$ cat config.mk
export PLATFORM = sky130hd
export DESIGN_NAME = meter_frame_deframer_top
export DESIGN_NICKNAME = d
export VERILOG_FILES = /design/src/hw/rtl/mfd_pkg.sv /design/src/hw/rtl/meter_frame_deframer_top.sv
export VERILOG_INCLUDE_DIRS = /design/src /design/src/hw/rtl
export SDC_FILE = /design/constraint.sdc
export NUM_CORES = 1
export LEC_CHECK = 0
export ABC_AREA = 0
export BUFFER_PORTS_ARGS = -buffer_cell sky130_fd_sc_hd__buf_2
export CORE_MARGIN = 4
export CORE_UTILIZATION = 55
export DETAILED_ROUTE_END_ITERATION = 10
export PLACE_DENSITY = 0.84
export SLEW_MARGIN = 20
export SYNTH_ARGS = -nofsm -noshare
export SYNTH_HDL_FRONTEND = slang
export SYNTH_SLANG_ARGS = --single-unit
$ cat constraint.sdc
create_clock -name clk -period 8.5 [get_ports clk]
set_input_delay 0 -clock clk [delete_from_list [all_inputs] [get_ports clk]]
set_output_delay 0 -clock clk [all_outputs]
set_load 0.005 [all_outputs]
$ cat src/hw/rtl/assert_macros.svh
// assertion helpers shared by the rtl
`ifndef ASSERT_MACROS_SVH
`define ASSERT_MACROS_SVH

// concurrent check on the rising edge of clk, off while in reset
`define ASSERT_CLK(label, prop, msg) \
  label: assert property (@(posedge clk) disable iff (!rst_n) (prop)) \
    else $error(msg);

// implication check, antecedent and consequent given apart
`define ASSERT_IMPL(label, ante, cons, msg) \
  label: assert property (@(posedge clk) disable iff (!rst_n) (ante) |-> (cons)) \
    else $error(msg);

`endif

$ cat src/hw/rtl/mfd_pkg.sv
package mfd_pkg;

  localparam int unsigned WIN_DEPTH = 7;
  localparam int unsigned ADDR_W    = 8 * (WIN_DEPTH - 1);

  localparam logic [7:0] HDR_MARK       = 8'h68;
  localparam logic [7:0] END_MARK       = 8'h16;
  localparam logic [7:0] PAYLOAD_OFFSET = 8'h33;

  typedef enum logic [1:0] {
    EV_PAYLOAD = 2'd0,
    EV_DONE    = 2'd1,
    EV_REJECT  = 2'd2
  } event_t;

  typedef enum logic [5:0] {
    PH_HUNT = 6'b000001,
    PH_CTRL = 6'b000010,
    PH_LEN  = 6'b000100,
    PH_DATA = 6'b001000,
    PH_CSUM = 6'b010000,
    PH_END  = 6'b100000
  } phase_t;

  typedef struct packed {
    event_t              event_res;
    logic [7:0]          payload_byte;
    logic [7:0]          byte_index;
    logic [ADDR_W-1:0]   meter_address;
    logic [7:0]          control_code;
    logic [7:0]          payload_length;
    logic                last;
  } result_t;

endpackage

$ cat src/hw/rtl/meter_frame_deframer_top.sv
// channel   | direction | handshake          | payload
// ----------+-----------+--------------------+------------------------------------------
// in_       | input     | in_valid/in_ready  | rx_byte
// out_      | output    | out_valid/out_ready| event_res, payload_byte, byte_index,
//           |           |                    | meter_address, control_code,
//           |           |                    | payload_length, last
//
// one item is taken per cycle while in_ready is high; any result is registered onto out_
// the parse state updates in the cycle the item is accepted, feeding a result register
// a skid register behind the result register parks one more item while the result stalls
// in_ready drops only while both the result and skid registers hold an item
// rst_n is synchronous, active low, and returns the parser to header hunting
`include "assert_macros.svh"

module meter_frame_deframer_top (
  input  logic        clk,
  input  logic        rst_n,
  input  logic        in_valid,
  output logic        in_ready,
  input  logic [7:0]  in_rx_byte,
  output logic        out_valid,
  input  logic        out_ready,
  output logic [1:0]  out_event_res,
  output logic [7:0]  out_payload_byte,
  output logic [7:0]  out_byte_index,
  output logic [47:0] out_meter_address,
  output logic [7:0]  out_control_code,
  output logic [7:0]  out_payload_length,
  output logic        out_last
);

  // parse state
  mfd_pkg::phase_t             phase_r, phase_nxt;
  logic [7:0]                  win_r   [mfd_pkg::WIN_DEPTH];
  logic [7:0]                  win_nxt [mfd_pkg::WIN_DEPTH];
  logic [mfd_pkg::ADDR_W-1:0]  addr_r, addr_nxt;
  logic [7:0]                  ctrl_r, ctrl_nxt;
  logic [7:0]                  len_r, len_nxt;
  logic [7:0]                  cnt_r, cnt_nxt;

  // result register and skid stage
  mfd_pkg::result_t            out_r, out_nxt;
  mfd_pkg::result_t            skid_r, skid_nxt;
  logic                        out_valid_r, out_valid_nxt;
  logic                        skid_valid_r, skid_valid_nxt;

  mfd_pkg::result_t            res;
  logic                        res_valid;
  logic                        acc;
  logic                        pop;
  logic                        push;
  logic [7:0]                  cnt_inc;
  logic [mfd_pkg::ADDR_W-1:0]  win_addr;

  assign in_ready = !skid_valid_r;
  assign acc      = in_valid && in_ready;
  assign pop      = out_valid_r && out_ready;
  assign push     = acc && res_valid;
  assign cnt_inc  = cnt_r + 8'd1;

  // address bytes sit in window slots 1..6, oldest first
  always_comb begin
    for (int k = 1; k < mfd_pkg::WIN_DEPTH; k++) begin
      win_addr[8*(k-1) +: 8] = win_r[k];
    end
  end

  // parse step for the item at the input
  always_comb begin
    phase_nxt = phase_r;
    win_nxt   = win_r;
    addr_nxt  = addr_r;
    ctrl_nxt  = ctrl_r;
    len_nxt   = len_r;
    cnt_nxt   = cnt_r;
    res_valid = 1'b0;
    res.event_res      = mfd_pkg::EV_PAYLOAD;
    res.payload_byte   = 8'd0;
    res.byte_index     = 8'd0;
    res.meter_address  = addr_r;
    res.control_code   = ctrl_r;
    res.payload_length = len_r;
    res.last           = 1'b0;

    unique case (phase_r)
      mfd_pkg::PH_CTRL: begin
        ctrl_nxt  = in_rx_byte;
        phase_nxt = mfd_pkg::PH_LEN;
      end
      mfd_pkg::PH_LEN: begin
        len_nxt   = in_rx_byte;
        cnt_nxt   = 8'd0;
        // zero length goes straight to the checksum
        phase_nxt = (in_rx_byte == 8'd0) ? mfd_pkg::PH_CSUM : mfd_pkg::PH_DATA;
      end
      mfd_pkg::PH_DATA: begin
        res_valid        = 1'b1;
        res.payload_byte = in_rx_byte - mfd_pkg::PAYLOAD_OFFSET;
        res.byte_index   = cnt_r;
        cnt_nxt          = cnt_inc;
        if (cnt_inc == len_r) begin
          phase_nxt = mfd_pkg::PH_CSUM;
        end
      end
      mfd_pkg::PH_CSUM: begin
        // checksum is skipped, not checked
        phase_nxt = mfd_pkg::PH_END;
      end
      mfd_pkg::PH_END: begin
        res_valid     = 1'b1;
        res.event_res = (in_rx_byte == mfd_pkg::END_MARK) ? mfd_pkg::EV_DONE
                                                          : mfd_pkg::EV_REJECT;
        res.last      = 1'b1;
        for (int k = 0; k < mfd_pkg::WIN_DEPTH; k++) begin
          win_nxt[k] = 8'd0;
        end
        phase_nxt = mfd_pkg::PH_HUNT;
      end
      default: begin
        // hunting, also covers codes that never occur
        phase_nxt = mfd_pkg::PH_HUNT;
        if (in_rx_byte == mfd_pkg::HDR_MARK && win_r[0] == mfd_pkg::HDR_MARK) begin
          addr_nxt = win_addr;
          for (int k = 0; k < mfd_pkg::WIN_DEPTH; k++) begin
            win_nxt[k] = 8'd0;
          end
          phase_nxt = mfd_pkg::PH_CTRL;
        end else begin
          for (int k = 0; k < mfd_pkg::WIN_DEPTH - 1; k++) begin
            win_nxt[k] = win_r[k+1];
          end
          win_nxt[mfd_pkg::WIN_DEPTH-1] = in_rx_byte;
        end
      end
    endcase
  end

  // result register with one skid entry behind it
  always_comb begin
    out_nxt        = out_r;
    skid_nxt       = skid_r;
    out_valid_nxt  = out_valid_r;
    skid_valid_nxt = skid_valid_r;
    if (skid_valid_r) begin
      // no push can happen here since in_ready is low
      if (pop) begin
        out_nxt        = skid_r;
        skid_valid_nxt = 1'b0;
      end
    end else if (!out_valid_r || pop) begin
      out_valid_nxt = push;
      if (push) begin
        out_nxt = res;
      end
    end else if (push) begin
      // result register stalled, park the new item
      skid_nxt       = res;
      skid_valid_nxt = 1'b1;
    end
  end

  always_ff @(posedge clk) begin
    if (!rst_n) begin
      phase_r      <= mfd_pkg::PH_HUNT;
      addr_r       <= '0;
      ctrl_r       <= 8'd0;
      len_r        <= 8'd0;
      cnt_r        <= 8'd0;
      out_valid_r  <= 1'b0;
      skid_valid_r <= 1'b0;
      for (int k = 0; k < mfd_pkg::WIN_DEPTH; k++) begin
        win_r[k] <= 8'd0;
      end
    end else begin
      out_valid_r  <= out_valid_nxt;
      skid_valid_r <= skid_valid_nxt;
      if (acc) begin
        phase_r <= phase_nxt;
        addr_r  <= addr_nxt;
        ctrl_r  <= ctrl_nxt;
        len_r   <= len_nxt;
        cnt_r   <= cnt_nxt;
        win_r   <= win_nxt;
      end
    end
  end

  // payload registers, no reset
  always_ff @(posedge clk) begin
    out_r  <= out_nxt;
    skid_r <= skid_nxt;
  end

  assign out_valid          = out_valid_r;
  assign out_event_res      = out_r.event_res;
  assign out_payload_byte   = out_r.payload_byte;
  assign out_byte_index     = out_r.byte_index;
  assign out_meter_address  = out_r.meter_address;
  assign out_control_code   = out_r.control_code;
  assign out_payload_length = out_r.payload_length;
  assign out_last           = out_r.last;

  // skid entry only fills behind a held result
  `ASSERT_IMPL(a_skid_behind_out, skid_valid_r, out_valid_r, "skid full while result register empty")
  // a stalled result is never dropped
  `ASSERT_CLK(a_hold_stalled, out_valid_r && !out_ready |=> out_valid_r, "stalled result lost")
  // last marks exactly the frame-end events
  `ASSERT_IMPL(a_last_match, out_valid_r, out_r.last == (out_r.event_res != mfd_pkg::EV_PAYLOAD), "last flag disagrees with event")
  // payload index stays inside the declared length
  `ASSERT_IMPL(a_cnt_in_len, phase_r == mfd_pkg::PH_DATA, cnt_r < len_r, "byte count beyond payload length")

endmodule

## Word-level counts from Yosys, hierarchy flattened

Index checks and enable logic that the tools add are counted.

| cells by class | value |
|---|---|
| multiplexer cells | 20 |
| reduce and logical (&&, ||, !) cells | 23 |
| add/sub/neg operators | 2 |
| bitwise logic cells | 4 |
| eq/ne operators | 11 |

Operators with widths:

| kind | number |
|---|---|
| 83-bit two-way mux | 4 |
| 56-bit one-hot mux with 2 select lines | 1 |
| 56-bit two-way mux | 1 |
| 6-bit one-hot mux with 5 select lines | 1 |
| 8-bit by 7-bit == test with 1-bit output, second input constant | 2 |
| 16-bit two-way mux | 1 |
| 8-bit one-hot mux with 2 select lines | 1 |
| 2-bit AND reduction | 6 |
| 3-bit AND reduction | 3 |
| 8-bit by 1-bit adder with 8-bit output, second input constant | 1 |
| 8-bit by 5-bit == test with 1-bit output, second input constant | 1 |
| 8-bit == test | 1 |
| 8-bit logical NOT | 1 |
| 8-bit by 6-bit subtractor with 8-bit output, second input constant | 1 |
| 6-bit by 2-bit == test with 1-bit output, second input constant | 1 |
| 6-bit by 3-bit == test with 1-bit output, second input constant | 1 |
| 6-bit by 4-bit == test with 1-bit output, second input constant | 1 |
| 6-bit by 5-bit == test with 1-bit output, second input constant | 1 |
| 6-bit == test, second input constant | 1 |
| 1-bit two-way mux | 6 |
| 2-bit two-way mux | 3 |
| 6-bit two-way mux | 1 |
| 2-bit nonzero test | 3 |
| 5-bit two-way mux | 1 |
| other kinds (9) | 16 |

| word-level totals | value |
|---|---|
| register bits | 302 |
| output and inout port bits | 85 |
| word-level logic and storage cells | 88 |
| input bits | 12 |

## Depth between registers and ports, before layout

Gate-level depths: netlist of the first run.

| depth | value |
|---|---|
| depth after elaboration | 7 |
| mapped depth | 10 |
| depth with buffers taken out | 8 |

## Worst setup path before layout of the first run

No wires, ideal clock.

| timing path | value |
|---|---|
| kind | register -> register |
| start | register phase_r[4] |
| end | register skid_r[0] in the netlist's numbering (enable) |
| buffers on the path | 0 |
| cell stages (with the launch flop) | 6 |
| data required time | 7.874 ns |
| data arrival time | 6.908 ns |
| period minus slack after synthesis | 7.533 ns |
| library setup time | 0.626 ns |
| path slack | 0.967 ns |
| cells stage by stage | dfxtp_1 -> nor4_1 -> nand3_1 -> inv_1 -> o21ai_0 -> nor3_1 |

| between the ends | value |
|---|---|
| longest elaborated chain between the ends | 5 |
| elaborated cells on any way between the ends | 6 |
| those cells by class | eq/ne (2); mux (1); reduce/logical (3) |

RTL lines:

| element | RTL line | RTL |
|---|---|---|
| start, declared | meter_frame_deframer_top.sv:33 | `mfd_pkg::phase_t phase_r, phase_nxt;` |
| start signal, assigned | meter_frame_deframer_top.sv:164 | `phase_r <= mfd_pkg::PH_HUNT;` |
| start signal, assigned | meter_frame_deframer_top.sv:178 | `phase_r <= phase_nxt;` |
| 6-bit == test / 6-bit by 4-bit == test with 1-bit output (equally long branches) | meter_frame_deframer_top.sv:85 | `unique case (phase_r)` |
| 2-bit OR reduction (no line) * | -- |  |
| 1-bit two-way mux * | meter_frame_deframer_top.sv:85 |  |
| 1-bit logical AND * | meter_frame_deframer_top.sv:58 | `assign push = acc && res_valid;` |
| 3-bit AND reduction (no line) * | -- |  |
| end signal, assigned | meter_frame_deframer_top.sv:191 | `skid_r <= skid_nxt;` |
| end, declared | meter_frame_deframer_top.sv:43 | `mfd_pkg::result_t skid_r, skid_nxt;` |

Every way passes the cells marked *; elsewhere a longest branch is shown, timed or not.
A chain may end at the register's enable or synchronous reset.

## Worst setup path in the final report of the first run

| timing path | value |
|---|---|
| start | register phase_r[4] |
| end | register skid_r[52] in the netlist's numbering (enable) |

Same word-level chain as after synthesis.

==> results of run 1 <==
worst max-delay path, delay by kind of cell (launching register included):
kind | cells | cell delay, ps
DFF | 1 | 380
and+or+nand+nor | 3 | 1440
AOI/OAI and AO/OA | 1 | 410
buffers and inverters | 1 | 690
placed cells by master, fill, tap and decap left out, drive strengths merged, types with 20 or more instances in the layout:
master | Yosys | final
mux2 | 75 | 75
a21boi | 59 | 59
nor2 | 20 | 20
o21ai | 59 | 59
nand2 | 126 | 126
clkbuf | 41 | 38
nand3 | 110 | 110
dfxtp | 136 | 136
edfxtp | 166 | 166
buf | 29 | 105
nor2b | 28 | 28
per-layer routing:
metal  up-vias  global-route usage (%)  part of all wire [%]
li1       3683                       -                     -
met1      3692                   25.93                    42
met2       236                   32.41                    49
met3        57                   3.199                   5.9
met4         0                   6.392                   2.8
met5         -                       0                     0
timing repair:
item                      in CTS  in global routing
resized for setup              0                  0
hold buffers                  10                  0
hold endpoints to repair      31                  0
final cells by class:
type,instances,area (µm²)
Tap cell,275,344.1
Inverter,9,33.78
Timing Repair Buffer,115,663.1
Fill cell,1548,7581
Multi-Input combinational cell,605,3849
Sequential cell,302,7711
Clock inverter,12,162.7
Clock buffer,38,809.5
power breakdown:
| part | total (mW) | internal [mW] | leakage, nW | switching, mW |
|---|---|---|---|---|
| clock | 1.30 | 0.786 | 0.484 | 0.516 |
| combinational | 0.0531 | 0.0176 | 1.68 | 0.0355 |
| sequential | 1.53 | 1.53 | 2.52 | 0.00354 |
| total | 2.89 | 2.33 | 4.69 | 0.555 |
kinds of logic after synthesis:
| kind of cell | after synthesis | synth area share, % |
|---|---|---|
| AND/OR/NAND/NOR | 338 | 13.76 |
| flip-flops | 302 | 64.94 |
| AO/OA/AOI/OAI | 161 | 8.687 |
| multiplexers | 87 | 8.128 |
| buffers and inverters | 79 | 2.962 |
| XOR/XNOR | 15 | 1.107 |
| adder cells (fa/ha/maj) | 4 | 0.4217 |
flip-flops by register name, indices dropped and copies added, names as in the netlist, 2 cells and up:
| name | cells |
|---|---|
| skid_r | 83 |
| addr_r | 48 |
| out_meter_address | 48 |
| win_addr | 48 |
| cnt_r | 8 |
| ctrl_r | 8 |
| len_r | 8 |
| out_byte_index | 8 |
| out_control_code | 8 |
| out_payload_byte | 8 |
| out_payload_length | 8 |
| win_r | 8 |
| phase_r | 6 |
| out_event_res | 2 |
per-stage QoR:
step	utilization [%]	hold WS, ps
after CTS	64.04	22.31
after detailed placement	58.98	349.4
final	64.16	73.79
after global routing	64.16	78.54
after global placement	58.98	338.3
after floorplan	-	150.6
path summary, 6_finish.rpt:
check                     startpoint                       to  slack, ps  cells after the start
max reg2reg  phase_r[4]$_SDFFE_PN0P_     skid_r[52]$_DFFE_PP_       5170                      5
min reg2reg   win_r[50]$_SDFFE_PN0P_   win_r[50]$_SDFFE_PN0P_        450                      2
min                         in_valid  phase_r[1]$_SDFFE_PN0P_         70                      4
max          phase_r[4]$_SDFFE_PN0P_     skid_r[52]$_DFFE_PP_       5170                      5
==> results.toml, run 1 <==
[yosys]
netlist_instances = 986
synth_top_area_share_pct = 42.00
yosysTopAreaCell = "edfxtp_1"
synth_cell_types = 52
synth_fp_nets = 1002
synth_area_mm2 = 0.01187
synth_edf_count = 166
synth_ff_type = "edfxtp_1"
synthMostInstantiatedCell = "edfxtp_1"
synth_area_leaders = "edfxtp_1 (42%), dfxtp_1 (23%), mux2_2 (7.1%), nand3_1 (4.6%), nand2_1 (4.0%)"
synth_seq_cells = 302
synth_common_cells = "edfxtp_1 (166), dfxtp_1 (136), nand2_1 (126)"
yosys_warnings = 0
synth-async-reset-ratio_pct = 0
avgSynthCellArea_um2 = 12.04
ys_seq_area_share_pct = 64.94

[outcome]
status = "complete, no violations"

[timing]
rsz0062_at_grt = "no"
maxClockFrequency_ghz = 0.3003
layout_setup_ws_ps = 5170
finClkSkew_ps = 16.54
worst_pin_slew_ps = 967.9
post-route-period-util_pct = 39.18
max_slew_margin_pct = 35.47
hold_viol_final = 0
tns_ps = 0
fin_crit_ps = 3330
drv_slew = 0
finalSetupViolCount = 0

[detailed_routing]
vias = 7668
routedWlPerCell_um = 17.53
drcViolationCount = 0
via_per_inst = 5.655
first_pass_iters = 5
drtIter0Drc = 664
postRouteAntennaNets = 0
drt_wl_total_um = 23780

[min_path]
hp-class = "primary input to flip-flop"

[cells_and_area]
antennaDiodeCount = 0
area_growth_syn_to_layout_pct = 14.36
finalInstanceArea_mm2 = 0.01357
fin_cells = 1356
nets = 1076
drive_above_1_share_pct = 22.29

[grt]
antenna_found_initial = 0
grt_pass1_wl_um = 38380
track_usage_pct = 19.36
grt_overflow_total = 0
grt_pass1_vias = 7520
grt_max_degree = 115

[power_and_ir_drop]
power_mw = 2.886
ir_drop_uv = 105.0
p_per_area_mw_per_mm2 = 212.6
p_leak_nw = 4.692

[placement]
dpl-instance-area_mm2 = 0.01248
dp_cells = 1295
detailed_place_hpwl_um = 14320
gp_congestion = 0.8599
portBuffers = 96
place_ws_ps = 5256

[cts]
cts_tree = "yes"
clkSinkCount = 302
cts_max_level = 1
clkLatencyLatePin_ps = 540
path_clk_slew_ps = 70
post-cts-setup-buffer-count = 0
cts_buffer_depth = 3
numCtsBuffers = 27
clock_tree.root_cell = "clkbuf_16"

[floorplan]
fp.dieH_um = 154.9
ios = 97
die-area_mm2 = 0.02399
num_rows = 53
start_util_pct = 56.11
chipWidth_um = 154.9
design.core.area_mm2 = 0.02115

[worst_setup_path]
end_kind = "flip-flop"
path_max_fanout = 58
crit_path_top_delay_cell = "nor3b_2"
cp_cell_sequence = "nor4_1 -> nor3b_2 -> o21ai_0 -> nor3_2 -> buf_4"
slowest_delay_ps = 720
critPathRequiredTime_ps = 8650
start_kind = "flip-flop"
crit_arrival_ps = 3480
critPathKind = "flip-flop to flip-flop"

[job]
cap_violations = 0
No activity file was read; power rests on OpenSTA's default activity.
==> run 2: changes to the inputs <==
--- a/config.mk
+++ b/config.mk
@@ -6,7 +6,7 @@
 export SDC_FILE = /design/constraint.sdc
 export NUM_CORES = 1
 export LEC_CHECK = 0
-export ABC_AREA = 0
+export ABC_AREA = 1
 export BUFFER_PORTS_ARGS = -buffer_cell sky130_fd_sc_hd__buf_2
 export CORE_MARGIN = 4
 export CORE_UTILIZATION = 55
==> constraint.sdc (replaced) <==
create_clock -name clk -period 3.15 [get_ports clk]
set_input_delay 0 -clock clk [delete_from_list [all_inputs] [get_ports clk]]
set_output_delay 0 -clock clk [all_outputs]
set_load 0.005 [all_outputs]
==> results.toml, run 2 <==
[cells_and_area]
layout_common_cells = "nand2_1 (206), o21ai_0 (178), edfxtp_1 (166)"
area_growth_syn_to_layout_pct = 14.57
final_common_cell = "nand2_1"
regArea_mm2 = 0.007711
drive_above_1_share_pct = 14.02
num-fill-cells = 1564
top_register = "skid_r"
nets = 1249
largest_register_ff_count = 83
antennaDiodeCount = 0
fin_util_pct = 65.05
multi_input_area_mm2 = 0.003256
fin_cells = 1525

[timing]
post-route-period-util_pct = 82.72
drv_slew = 0
tns_ps = 0
hold_viol_final = 0
maxClockFrequency_ghz = 0.3838
rsz0062_at_grt = "no"
max_slew_margin_pct = 36.48
fin_crit_ps = 2606
finalSetupViolCount = 0
finClkSkew_ps = 15.45
worst_pin_slew_ps = 949.3
timing.hold.ws_ps = 32.07

[detailed_routing]
drcViolationCount = 0
via_per_inst = 5.546
routedWlPerCell_um = 15.71
drt_wl_total_um = 23960
first_pass_iters = 5
postRouteAntennaNets = 0
vias = 8457
drtIter0Drc = 848

[power_and_ir_drop]
internal_power_mw = 6.193
p_seq_share_pct = 54.1
power_mw = 7.759
p_leak_nw = 4.830
power.switching_mw = 1.566
ir_drop_uv = 362.9
comb_power_share_pct = 2.5
p_per_area_mw_per_mm2 = 582.0
clkPwrFrac_pct = 43.4
netSwitchingFraction_pct = 20.18

[yosys]
synth_area_mm2 = 0.01164
synth_ff_type = "edfxtp_1"
synth-async-reset-ratio_pct = 0
synth_cell_types = 32
ys_seq_area_share_pct = 66.24
synth_area_leaders = "edfxtp_1 (43%), dfxtp_1 (23%), o21ai_0 (7.7%), nand2_1 (6.6%), a21oi_1 (6.0%)"
synthMostInstantiatedCell = "nand2_1"
synth_seq_cells = 302
synth_top_area_share_pct = 42.84
synth_edf_count = 166
yosysTopAreaCell = "edfxtp_1"
yosys_warnings = 0
synth_common_cells = "nand2_1 (206), o21ai_0 (178), edfxtp_1 (166)"
avgSynthCellArea_um2 = 10.11
netlist_instances = 1151
synth_fp_nets = 1167

[min_path]
hp-class = "primary input to flip-flop"
worstHoldPathCells = 4

[worst_setup_path]
crit_arrival_ps = 3070
critPathKind = "flip-flop to flip-flop"
rr_worst_depth = 9
end_kind = "flip-flop"
path_max_fanout = 72
critPathRequiredTime_ps = 3620
start_kind = "flip-flop"

[placement]
dp_cells = 1463
portBuffers = 96
detailed_place_hpwl_um = 14900
gp_congestion = 0.8701

[grt]
grt_use_met1_pct = 27.81
grt_pass1_vias = 7962
grt_max_degree = 85
grt_pass1_wl_um = 39720
track_usage_pct = 20.00
grtUsageMet2_pct = 32.00
met3_usage_pct = 3.478
grt-busiest-layer = "met2"
grt_overflow_total = 0
antenna_found_initial = 0

[cts]
holdBufCountCts = 10
post-cts-setup-buffer-count = 0
cts_max_level = 1
cts_tree = "yes"
clkLatencyLatePin_ps = 550
clock_tree.root_cell = "clkbuf_16"
numCtsBuffers = 28
cts_buffer_depth = 3
clkSinkCount = 302
path_clk_slew_ps = 70
post_cts_resized = 0

[floorplan]
ios = 97
design.core.area_mm2 = 0.02049
chipWidth_um = 153.5
start_util_pct = 56.78
fp.dieH_um = 153.5
die-area_mm2 = 0.02355
num_rows = 52

[job]
cap_violations = 0

[outcome]
status = "complete, no violations"
## run 2: cell types whose count changed after synthesis, sizes merged, moves of 59 or more
cell	change
a21boi	-59
a21oi	+124
inv	+89
mux2	-75
nand2	+85
o21ai	+119
## run 2: layout make-up
| type | instances | area share, % |
|---|---|---|
| clock inverter | 8 | 0.5725 |
| clock buffer | 44 | 6.485 |
| multi-input combinational | 682 | 24.42 |
| timing repair buffer | 121 | 5.387 |
| sequential | 302 | 57.84 |
| tap | 270 | 2.534 |
| inverter | 98 | 2.759 |
## run 2: per-stage QoR
stage | instance area, µm² | setup WS, ps
detailed placement | 12290 | 615.9
finish | 13330 | 544.4
global placement | 12290 | 756.4
floorplan | 11650 | 366.4
global route | 13330 | 273.3
CTS | 13330 | 570.5
## run 2: cell families (layout without fill, tap and decap cells)
group / after synthesis / count (layout) / share of synthesized area [%]
AO/OA/AOI/OAI: 325 / 325 / 14.11
XOR/XNOR: 2 / 2 / 0.1506
adder cells (fa/ha/maj): 4 / 4 / 0.4301
buffers and inverters: 167 / 271 / 5.914
flip-flops: 302 / 302 / 66.24
AND/OR/NAND/NOR: 351 / 351 / 13.16
## run 2: layer usage
metal	vias to the layer above	share of wire, %
met1	3987	43
li1	4113	-
met5	-	0
met3	54	6.8
met4	0	2.9
met2	303	47
## run 2: worst max-delay path: stages (launching register included)
cell and delay [ps]:
dfxtp_1 380, inv_1 120, nand4_4 240, nand2_2 110, inv_2 110, nand3_4 130, inv_2 700, buf_4 430
o21ai_0 140, a21oi_1 160
## run 2: path summary, 6_finish.rpt
check	slack (ps)	start	endpoint
max	540	phase_r[2]$_SDFFE_PN0P_	win_addr[10]$_SDFFE_PN0P_
min	30	in_valid	cnt_r[0]$_SDFFE_PN0P_
max reg2reg	540	phase_r[2]$_SDFFE_PN0P_	win_addr[10]$_SDFFE_PN0P_
min reg2reg	430	addr_r[34]$_SDFFE_PN0P_	skid_r[51]$_DFFE_PP_
## run 2: power by group through the flow
stage               clock network, mW  logic [mW]  registers (mW)
floorplan                           0       0.134            4.27
global placement                    0       0.169            4.28
detailed placement                  0       0.175            4.28
CTS                              3.42       0.188            4.20
global route                     3.61       0.216            4.20
finish                           3.37       0.190            4.20
==> run 3: changes to the inputs <==
--- a/config.mk
+++ b/config.mk
@@ -9,9 +9,9 @@
 export ABC_AREA = 1
 export BUFFER_PORTS_ARGS = -buffer_cell sky130_fd_sc_hd__buf_2
 export CORE_MARGIN = 4
-export CORE_UTILIZATION = 55
+export CORE_UTILIZATION = 53
 export DETAILED_ROUTE_END_ITERATION = 10
-export PLACE_DENSITY = 0.84
+export PLACE_DENSITY = 0.85
 export SLEW_MARGIN = 20
 export SYNTH_ARGS = -nofsm -noshare
 export SYNTH_HDL_FRONTEND = slang
==> constraint.sdc (replaced) <==
create_clock -name clk -period 2.3 [get_ports clk]
set_input_delay 0 -clock clk [delete_from_list [all_inputs] [get_ports clk]]
set_output_delay 0 -clock clk [all_outputs]
set_load 0.005 [all_outputs]
==> results.toml, run 3 (synthesis results as in run 2) <==
[outcome]
status = "complete, no violations"

[cts]
cts_tree = "yes"
cts_buffer_depth = 3
cts_max_level = 1
path_clk_slew_ps = 70
post-cts-setup-buffer-count = 0
clkLatencyLatePin_ps = 530
clkSinkCount = 302
clock_tree.root_cell = "clkbuf_16"
numCtsBuffers = 27

[cells_and_area]
area_growth_syn_to_layout_pct = 14.54
top_register = "skid_r"
layout_common_cells = "nand2_1 (206), o21ai_0 (178), edfxtp_1 (166)"
largest_register_ff_count = 83
regArea_mm2 = 0.007712
num-fill-cells = 1586
drive_above_1_share_pct = 14.57
antennaDiodeCount = 0
multi_input_area_mm2 = 0.003267
finalInstanceArea_mm2 = 0.01333
nets = 1251
final_common_cell = "nand2_1"

[placement]
dpl-instance-area_mm2 = 0.01238
portBuffers = 96
gp_congestion = 0.8640
detailed_place_hpwl_um = 15030

[min_path]
worstHoldPathCells = 5
hp-start = "in_valid"
hold-path-endpoint = "cnt_r[5]$_SDFFE_PN0P_"
hp-class = "primary input to flip-flop"

[detailed_routing]
drcViolationCount = 0
drtIter0Drc = 736
routedWlPerCell_um = 15.77
drt_wl_total_um = 24140
first_pass_iters = 5
postRouteAntennaNets = 0
via_per_inst = 5.515
vias = 8443

[job]
cap_violations = 0

[worst_setup_path]
path_max_fanout = 54
critPathRequiredTime_ps = 2690
rr_worst_depth = 10
end_kind = "flip-flop"
reg2reg_from = "phase_r[0]$_SDFFE_PN1P_"
critPathKind = "primary input to flip-flop"
r2r_setup_slack_ps = 320
start_kind = "primary input"
crit_arrival_ps = 2390
r2r_end = "out_meter_address[37]$_DFFE_PP_"

[timing]
maxClockFrequency_ghz = 0.4995
fin_crit_ps = 2002
tns_ps = 0
rsz0062_at_grt = "no"
finClkSkew_ps = 8.164
drv_slew = 0
hold_viol_final = 0
worst_pin_slew_ps = 715.7
post-route-period-util_pct = 87.04
max_slew_margin_pct = 52.28
finalSetupViolCount = 0

[floorplan]
num_rows = 53
chipWidth_um = 156.2
die-area_mm2 = 0.02439
design.core.area_mm2 = 0.02129
start_util_pct = 54.66
fp.dieH_um = 156.2
ios = 97

[grt]
antenna_found_initial = 0
track_usage_pct = 19.49
grt_overflow_total = 0
grt_max_degree = 106
grt_pass1_wl_um = 39830
grt_pass1_vias = 8072

[power_and_ir_drop]
p_per_area_mw_per_mm2 = 775.0
ir_drop_uv = 392.1
p_leak_nw = 4.832
run 3: cell types whose count changed in the layout (fill, tap and decap cells not counted), moves of 2 or more:
cell       change
clkbuf_2       +2
nor2_1         -2
buf_12         +4
clkbuf_1       -5
clkbuf_8       -3
clkbuf_16      -4
nor2_2         +2
clkinv_2       +5
run 3: how the worst max path moves through the flow:
| stage | from | endpoint | slack, ps | depth (start not counted) |
|---|---|---|---|---|
| 6_report | in_rx_byte[0] | addr_r[38]$_SDFFE_PN0P_ | 300 | 12 |
| 5_1_grt | cnt_r[0]$_SDFFE_PN0P_ | phase_r[4]$_SDFFE_PN0P_ | 70 | 12 |
| 4_1_cts | in_rx_byte[0] | addr_r[38]$_SDFFE_PN0P_ | 280 | 12 |
| 3_5_place_dp | cnt_r[0]$_SDFFE_PN0P_ | phase_r[5]$_SDFFE_PN0P_ | 350 | 12 |
| 3_3_place_gp | phase_r[0]$_SDFFE_PN1P_ | out_meter_address[26]$_DFFE_PP_ | 410 | 10 |
| 2_1_floorplan | phase_r[0]$_SDFFE_PN1P_ | out_byte_index[0]$_DFFE_PP_ | -440 | 9 |
run 3: what timing repair did:
action                    4_1_cts  5_1_grt
resized for setup               0        0
hold buffers                   10        0
hold endpoints to repair       37        0
run 3: metrics by stage:
step / setup slack, ps / hold WS (ps) / instances / power [mW] / utilization [%]
2_1_floorplan: -439.5 / 154.1 / 1151 / 6.026 / -
3_3_place_gp: 410.7 / 332.6 / 1471 / 6.099 / 58.17
3_5_place_dp: 351.2 / 340.7 / 1471 / 6.107 / 58.17
4_1_cts: 280.9 / 84.82 / 1531 / 10.37 / 62.61
5_1_grt: 67.51 / 116.5 / 1531 / 10.65 / 62.61
6_report: 298.1 / 88.06 / 1531 / 10.33 / 62.61
run 3: layout make-up:
type | instances | area share (%)
multi-input combinational | 682 | 24.51
sequential | 302 | 57.87
clock inverter | 15 | 0.9294
timing repair buffer | 124 | 5.933
inverter | 98 | 2.760
clock buffer | 35 | 5.417
tap | 275 | 2.582
run 3: worst max-delay path: stages:
cell	delay, ps
dlygate4sd3_1	530
buf_2	170
inv_1	150
ha_1	250
nand2_1	80
nor3_1	140
nand4_1	110
nor3_1	210
nand3_2	110
buf_4	280
o21ai_0	270
a21oi_1	90
run 3: routing by layer:
metal,up-vias,track usage (%),wire [µm]
met4,0,5.909,602
met2,289,32.85,11740
li1,4117,-,-
met5,-,0,0
met3,56,2.829,1502
met1,3981,26.41,10290
run 3: power breakdown:
group          total (mW)  switching (mW)  internal, mW
registers            5.75          0.0544          5.69
clock network        4.31            1.88          2.44
logic               0.267           0.171        0.0960
total                10.3            2.10          8.23
